--- src/design/smsa_pkg.sv ---
// ----------------------------------------------------------------------------
// Sliding median spike alert package
// Item types, command and status bundles and fixed constants shared by the
// controller, the datapath and the top level.
// ----------------------------------------------------------------------------
package smsa_pkg;

  // Fixed field widths.
  localparam int SAMPLE_W = 8;
  localparam int CFG_W    = 9;
  localparam int ALERT_W  = 16;

  // Window length after reset.
  localparam logic [CFG_W-1:0]   WINDOW_LEN_RESET = 9'd5;
  // Saturation value of the alert count.
  localparam logic [ALERT_W-1:0] ALERT_MAX        = 16'hFFFF;

  // One input item.
  typedef struct packed {
    logic [SAMPLE_W-1:0] sample;
    logic                last_sample;
  } in_item_t;

  // One result item.
  typedef struct packed {
    logic               primed;
    logic               alert;
    logic [ALERT_W-1:0] alert_total;
  } out_item_t;

  // Commands from the controller to the datapath.
  typedef struct packed {
    logic load;
    logic scan;
    logic decide;
    logic dec_rd;
    logic dec_wr;
    logic inc_rd;
    logic inc_wr;
    logic emit;
  } dp_cmd_t;

  // Status from the datapath to the controller.
  typedef struct packed {
    logic primed;
    logic median_found;
  } dp_status_t;

endpackage

--- src/design/smsa_ctrl.sv ---
// ----------------------------------------------------------------------------
// Sliding median spike alert controller
// Sequences one item through median scan, histogram update and result
// hand-off, and owns both channel handshakes.
// ----------------------------------------------------------------------------
module smsa_ctrl (
  input  logic                 clk,
  input  logic                 rst_n,
  input  logic                 in_valid,
  output logic                 in_stall,
  output logic                 out_valid,
  input  logic                 out_stall,
  output smsa_pkg::dp_cmd_t    cmd,
  input  smsa_pkg::dp_status_t status
);

  typedef enum logic [3:0] {
    S_IDLE,
    S_SCAN,
    S_DECIDE,
    S_DEC_RD,
    S_DEC_WR,
    S_INC_RD,
    S_INC_WR,
    S_FINISH
  } state_t;

  state_t state_r;
  state_t state_nxt;
  logic   out_valid_r;
  logic   out_valid_nxt;

  // An item is taken only between items.
  assign in_stall  = (state_r != S_IDLE);
  assign out_valid = out_valid_r;

  // Next state and datapath commands.
  always_comb begin
    state_nxt = state_r;
    cmd       = '0;
    unique case (state_r)
      S_IDLE: begin
        if (in_valid) begin
          cmd.load  = 1'b1;
          state_nxt = status.primed ? S_SCAN : S_INC_RD;
        end
      end
      S_SCAN: begin
        cmd.scan = 1'b1;
        if (status.median_found) begin
          state_nxt = S_DECIDE;
        end
      end
      S_DECIDE: begin
        cmd.decide = 1'b1;
        state_nxt  = S_DEC_RD;
      end
      S_DEC_RD: begin
        cmd.dec_rd = 1'b1;
        state_nxt  = S_DEC_WR;
      end
      S_DEC_WR: begin
        cmd.dec_wr = 1'b1;
        state_nxt  = S_INC_RD;
      end
      S_INC_RD: begin
        cmd.inc_rd = 1'b1;
        state_nxt  = S_INC_WR;
      end
      S_INC_WR: begin
        cmd.inc_wr = 1'b1;
        state_nxt  = S_FINISH;
      end
      S_FINISH: begin
        // Hand the result over once the output register is free.
        if (!out_valid_r || !out_stall) begin
          cmd.emit  = 1'b1;
          state_nxt = S_IDLE;
        end
      end
      default: begin
        state_nxt = S_IDLE;
      end
    endcase
  end

  // Output register occupancy.
  always_comb begin
    out_valid_nxt = out_valid_r;
    if (cmd.emit) begin
      out_valid_nxt = 1'b1;
    end else if (out_valid_r && !out_stall) begin
      out_valid_nxt = 1'b0;
    end
  end

  // State and registered outputs.
  always_ff @(posedge clk) begin
    if (!rst_n) begin
      state_r     <= S_IDLE;
      out_valid_r <= 1'b0;
    end else begin
      state_r     <= state_nxt;
      out_valid_r <= out_valid_nxt;
    end
  end

  // A new result never overwrites one that is still held.
  a_emit_free: assert property (@(posedge clk) disable iff (!rst_n)
    cmd.emit |-> !(out_valid_r && out_stall))
    else $error("result emitted over a stalled result");

  // An accepted item closes the input until its work is done.
  a_accept_closes: assert property (@(posedge clk) disable iff (!rst_n)
    (in_valid && !in_stall) |=> in_stall)
    else $error("input open right after accepting an item");

  // The threshold is only used after the scan has found the median.
  a_scan_done: assert property (@(posedge clk) disable iff (!rst_n)
    (state_r == S_DECIDE) |-> status.median_found)
    else $error("decision taken before the median was found");

endmodule

--- config.mk ---
export PLATFORM = sky130hd
export DESIGN_NAME = smsa_ctrl
export DESIGN_NICKNAME = d
export VERILOG_FILES = /design/src/design/smsa_pkg.sv /design/src/design/smsa_ctrl.sv
export SDC_FILE = /design/constraint.sdc
export NUM_CORES = 1
export LEC_CHECK = 0
export BUFFER_PORTS_ARGS = -buffer_cell sky130_fd_sc_hd__buf_4
export CAP_MARGIN = 15
export CORE_AREA = 4 4 41 43
export DETAILED_ROUTE_END_ITERATION = 6
export DIE_AREA = 0 0 45 47
export PLACE_DENSITY = 0.5
export REMOVE_ABC_BUFFERS = 1
export SLEW_MARGIN = 25
export SYNTH_ARGS = -nofsm -noshare
export SYNTH_HDL_FRONTEND = slang
export SYNTH_SLANG_ARGS = --single-unit
--- constraint.sdc ---
create_clock -name clk -period 1.35 [get_ports clk]
set_input_delay 0.135 -clock clk [delete_from_list [all_inputs] [get_ports clk]]
set_output_delay 0.135 -clock clk [all_outputs]
set_load 0.02 [all_outputs]
==> reports/qor.yml, run 1 <==
grt_pass1_wl_um: 1338
synth_cell_types: 22
ir_drop_mv: 0.4059
slew_headroom_pct: 87.09
ff2ff_path_depth: 3
ys.flop_type: "dfxtp_1"
comb_power_share_pct: 40.1
clk_pin_slew_ns: 0.04
clockBufferDepth: 2
drc: 0
fill_cells: 153
chipWidth_um: 45
synth_top_area_share_pct: 27.71
synth.largest_area_cell: "dfxtp_1"
maxCapViolCount: 0
initial_core_util_pct: 22.21
slew_viol_final: 0
path_max_fanout: 3
drt-initial-drc-count: 2
reg2reg_setup_slack_ns: 0.25
startpoint_type: "register"
p_clk_share_pct: 29.1
p_sw_w: 0.0001710
seqPwrFrac_pct: 30.8
cts_buffers: 3
synthToLayoutAreaGrowth_pct: 58.44
async_flop_share_pct: 0
holdCritPathClass: "primary input to register"
r2r-start: "state_r[1]"
cp.arrival_ns: 1.20
clkSinkCount: 4
cts-root-buf: "clkbuf_4"
rows: 13
period_share_pct: 98.79
crit_chain: "or3_4 > nor2_4 > buf_6"
holdPathStages: 3
swShare_pct: 33.57
report.final.setup_viol: 0
slowest_delay_ns: 0.41
grt_usage_pct: 8.854
syn-instance-count: 35
synth_seq_area_share_pct: 27.71
hold_viol_final: 0
drtPass1Iterations: 4
synth-seq-cells: 4
status: "complete, no violations"
dp.cells: 62
drive_above_1_share_pct: 55.77
io_buffers: 15
grt_antenna_before_repair: 0
synth_common_cells: "4 x dfxtp_1, 3 x buf_4, 3 x nor2_1, 3 x nor3b_1"
antenna_left: 0
wl_per_cell_um: 11.46
synth_edf_count: 0
grt-ovfl-total: 0
power.density_mw_per_mm2: 1113
skew_ns: 0.003886
startpoint: "state_r[2]"
core_area_mm2: 0.001301
hpwl_um: 538.9
htreeDepth: 1
slowest_stage: "or3_4"
min_period_ns: 1.334
clk_latency_ns: 0.24
rsz0062_at_grt: "yes"
grt_pass1_vias: 332
intPower_w: 0.0003385
hp-start: "rst_n"
ys_warn_count: 0
synth.top_cells.by_area: "dfxtp_1 28%, buf_4 7.8%, nor3b_1 7.8%"
layout.cells.non_filler: 67
cp-end-kind: "output port"
gp_congestion: 0.6704
syn_area_um2: 289.0
vias: 318
leakagePower_nw: 0.2143
cts_tree: "built"
required_ns: 1.22
r2r_end: "state_r[0]"
synth_most_common_cell: "dfxtp_1"
io_pins: 16
wirelength_um: 768
syn_area_per_cell_um2: 8.258
nNetsFinal: 60
total_power_w: 0.0005095
diodes: 0
die_area_mm2: 0.002115
clock.fmax_ghz: 0.7498
grt_max_degree: 15
via_per_inst: 4.746
worst_hold_path.endpoint: "state_r[0]"
crit_type: "register to output port"
tightest_slew_ns: 0.1921
die_h_um: 47
## stage by stage
stage | setup TNS (ns) | worst slack [ns] | util (%) | cell area, um2 | hold slack [ns]
5_1_grt | -0.01112 | -0.01112 | 35.19 | 457.9 | 0.1508
4_1_cts | -0.001206 | -0.001206 | 34.33 | 446.7 | 0.1444
3_3_place_gp | 0 | 0.1513 | 30.77 | 400.4 | 0.4038
3_5_place_dp | 0 | 0.1336 | 30.77 | 400.4 | 0.4013
2_1_floorplan | 0 | 0.07344 | - | 261.5 | 0.2460
6_report | 0 | 0.01633 | 35.19 | 457.9 | 0.1511
## sequential cells by signal (all words and copies together), names as in the netlist
name,cells
state_r,3
out_valid,1
## critical path, delay by kind of cell (launching register included)
| kind | cells | cell delay (ns) |
|---|---|---|
| buffers and inverters | 1 | 0.12 |
| DFF | 1 | 0.34 |
| and+or+nand+nor | 2 | 0.51 |
## area by class of cell
type | count | area, um2 | share of cell area, %
clock buffers | 3 | 22.52 | 4.918
inverters | 1 | 3.754 | 0.8197
multi-input cells | 26 | 185.2 | 40.44
flip-flops and latches | 4 | 88.84 | 19.40
well taps | 15 | 18.77 | 4.098
repair buffers | 18 | 138.9 | 30.33
## repair_timing
action	CTS	global route
cloned	0	0
setup endpoints to repair	5	1
resized for setup	5	3
buffers inserted	2	0
pin swaps	0	1
hold buffers	0	0
## layout by cell type, fill, tap and decap left out
master	Yosys	routed
mux2_2	1	1
a31oi_1	1	1
buf_6	0	1
buf_4	3	17
a21oi_1	2	2
inv_1	1	1
and3b_1	2	2
o21ai_0	1	1
a21boi_1	2	2
clkbuf_4	0	3
dfxtp_2	0	1
nand2_1	2	2
dfxtp_1	4	1
o31ai_1	1	1
nor2_4	0	1
or3_1	1	1
and2_1	1	1
dfxtp_4	0	2
nand3_1	1	1
nor3b_1	3	3
o21ai_2	1	1
nand4_1	1	1
nor3b_2	1	1
or3_4	1	1
nor2_1	3	2
a21o_1	1	1
## power groups by stage
stage	logic (W)	registers, W	clock network, W
floorplan	0.0000991	0.000160	0
global placement	0.000171	0.000165	0
detailed placement	0.000171	0.000166	0
CTS	0.000195	0.000157	0.000154
global route	0.000222	0.000161	0.000156
finish	0.000204	0.000157	0.000148
## cells by family after synthesis
logic type	Yosys count	synth area share, %
mux	1	3.896
buf+inv	5	10.82
simple gates	16	36.80
compound gates	9	20.78
flops	4	27.71
## per-layer routing
layer,vias up,routed length (um),GRT usage [%]
li1,160,-,-
met1,139,341,11.16
met2,17,344,11.86
met3,2,73,2.299
met4,0,9,8.772
met5,-,0,0
## worst max-delay path by stage
stage / endpoint / slack (ns) / cells after the start
3_3_place_gp: cmd[7] / 0.15 / 3
4_1_cts: cmd[7] / -0.001 / 3
5_1_grt: cmd[7] / -0.01 / 3
2_1_floorplan: cmd[7] / 0.07 / 2
6_report: cmd[7] / 0.02 / 3
3_5_place_dp: cmd[7] / 0.13 / 3
Note: power is estimated with default switching activity, not from simulation.
==> run 2: changes to the inputs <==
CORE_AREA = 5 5 42 44   (was 4 4 41 43)
DIE_AREA = 0 0 47 49   (was 0 0 45 47)
==> run 2 against run 1 <==
  * Hold slack better by 0.011 ns
  * Combinational power up 21%
  * Sequential cell count unchanged
  * Sequential power decreased by 8%
  * Critical path type unchanged
  * Critical endpoint unchanged
  * Largest power group unchanged
  * Highest routed layer unchanged
==> reports/qor.yml, run 2 (same netlist as run 1, synthesis figures left out) <==
status: "complete, no violations"
dp.cells: 63  # +1.6%
die_h_um: 49  # +4.3%
chipWidth_um: 47  # +4.4%
hold_viol_final: 0  # unchanged
io_pins: 16  # unchanged
maxCapViolCount: 0  # unchanged
swShare_pct: 32.74  # -0.83 points
vias: 336  # +5.7%
initial_core_util_pct: 20.62  # -1.6 points
setup_tns_ns: 0  # unchanged
rows: 14  # +1
io_buffers: 15  # unchanged
worst_slack_ns: 0.02936  # +0.01303 ns
htreeDepth: 1  # unchanged
nNetsFinal: 64  # +6.7%
crit_type: "register to output port"
tightest_slew_ns: 0.2032  # +0.01114 ns
core_area_mm2: 0.001401  # +7.7%
top_register: "state_r"
p_sw_w: 0.0001751  # +2.4%
reg2reg_setup_slack_ns: 0.11  # -0.14 ns
leakagePower_nw: 0.2347  # +9.5%
clock.fmax_ghz: 0.7572  # +0.99%
cp-end-kind: "output port"
clk_latency_ns: 0.23  # about the same
seqPwrFrac_pct: 26.9  # -3.9 points
report.final.setup_viol: 0  # unchanged
cp.arrival_ns: 1.19  # about the same
startpoint: "state_r[0]"
power.density_mw_per_mm2: 1088  # -2.2%
wirelength_um: 818  # +6.5%
wl_per_cell_um: 11.36  # -0.89%
synthToLayoutAreaGrowth_pct: 70.13
slowest_delay_ns: 0.41  # about the same
fill_cells: 158  # +3.3%
largest_reg_flops: 3  # unchanged
finalCoreUtilization_pct: 35.09  # -0.10 points
startpoint_type: "register"
skew_ns: 0.001241  # -0.002645 ns
drc: 0  # unchanged
ir_drop_mv: 0.3953  # -2.6%
cts_buffers: 3  # unchanged
required_ns: 1.22  # about the same
grt-ovfl-total: 0  # unchanged
clockBufferDepth: 2  # unchanged
cts-root-buf: "clkbuf_4"
die_area_mm2: 0.002303  # +8.9%
drt-initial-drc-count: 2  # unchanged
min_period_ns: 1.321  # -0.01303 ns
grt_antenna_before_repair: 0  # unchanged
clk_pin_slew_ns: 0.03  # about the same
period_share_pct: 97.83  # -0.97 points
comb_power_share_pct: 45.9  # +5.8 points
drive_above_1_share_pct: 58.93  # +3.2 points
slew_headroom_pct: 86.34  # -0.75 points
p_clk_share_pct: 27.1  # -2.0 points
grt_pass1_wl_um: 1511  # +13%
holdCritPathClass: "primary input to register"
rsz0062_at_grt: "yes"
critPathTopFamily: "simple AND/OR/NAND/NOR gates"
hold-worst-slack_ns: 0.1617  # +0.01059 ns
gp_congestion: 0.7150  # +6.7%
layout.cells.non_filler: 72  # +7.5%
hp-start: "rst_n"
most-common-layout-cells: "21 x buf_4, 3 x nor3b_1, 3 x clkbuf_4, 3 x dfxtp_4"
slowest_stage: "or3_4"
r2r-start: "state_r[2]"
grt_pass1_vias: 347  # +4.5%
grt_usage_pct: 9.148  # +0.29 points
crit_chain: "or3_4 > nor2_4 > buf_6"
diodes: 0  # unchanged
final_common_cell: "buf_4"
drtPass1Iterations: 2  # -2
path_max_fanout: 3  # unchanged
cts_tree: "built"
slew_viol_final: 0  # unchanged
dp_slack_ns: 0.1426  # +0.009056 ns
clkSinkCount: 4  # unchanged
intPower_w: 0.0003598  # +6.3%
grt_max_degree: 11  # -4
critical_path_buf_inv_count: 1  # unchanged
via_per_inst: 4.667  # -1.7%
hpwl_um: 550.9  # +2.2%
antenna_left: 0  # unchanged
==> run 2: changes by cell type in the layout (fill, tap and decap cells not counted) <==
cell | previous run | this run
buf_4 | 17 | 21
dfxtp_2 | 1 | 0
dfxtp_4 | 2 | 3
==> run 2: power by group through the flow <==
| stage | clock (W) | sequential [W] | combinational [W] |
|---|---|---|---|
| floorplan | 0 | 0.000160 | 0.0000991 |
| global placement | 0 | 0.000165 | 0.000171 |
| detailed placement | 0 | 0.000166 | 0.000171 |
| CTS | 0.000151 | 0.000144 | 0.000237 |
| global route | 0.000160 | 0.000146 | 0.000272 |
| finish | 0.000145 | 0.000144 | 0.000246 |
==> run 2: final cells by class <==
type                            instances  area [um2]  share of cell area (%)
Multi-Input combinational cell         26       185.2                   37.66
Timing Repair Buffer                   22       168.9                   34.35
Sequential cell                         4       91.34                   18.58
Clock buffer                            3       22.52                   4.580
Tap cell                               16       20.02                   4.071
Inverter                                1       3.754                  0.7634
==> run 2: what timing repair did <==
| item | CTS | global route |
|---|---|---|
| pin swaps | 2 | 2 |
| setup buffers | 6 | 0 |
| setup endpoints to repair | 4 | 1 |
| hold buffers | 0 | 0 |
| gates resized for setup | 6 | 3 |
==> run 2: worst min-delay path: stages <==
cell     delay (ns)
buf_4          0.13
o21ai_2        0.05
a31oi_1        0.04
==> run 2: through the flow <==
stage | power [W] | area, um2
3_5_place_dp | 0.0003376 | 401.6
5_1_grt | 0.0005775 | 491.7
2_1_floorplan | 0.0002595 | 261.5
6_report | 0.0005350 | 491.7
4_1_cts | 0.0005323 | 480.5
3_3_place_gp | 0.0003365 | 401.6
==> run 2: per-layer routing <==
layer	global-route usage, %	up-vias	part of all wire [%]
li1	-	166	-
met1	11.18	150	46
met5	0	-	0
met4	8.295	0	3.5
met3	2.583	4	7.8
met2	12.22	16	43
==> run 2: path summary, 6_finish.rpt <==
| path | endpoint | depth (start not counted) |
|---|---|---|
| hold reg to reg | out_valid | 2 |
| hold / removal | state_r[0] | 3 |
| setup reg to reg | state_r[0] | 4 |
| setup / recovery | cmd[7] | 3 |
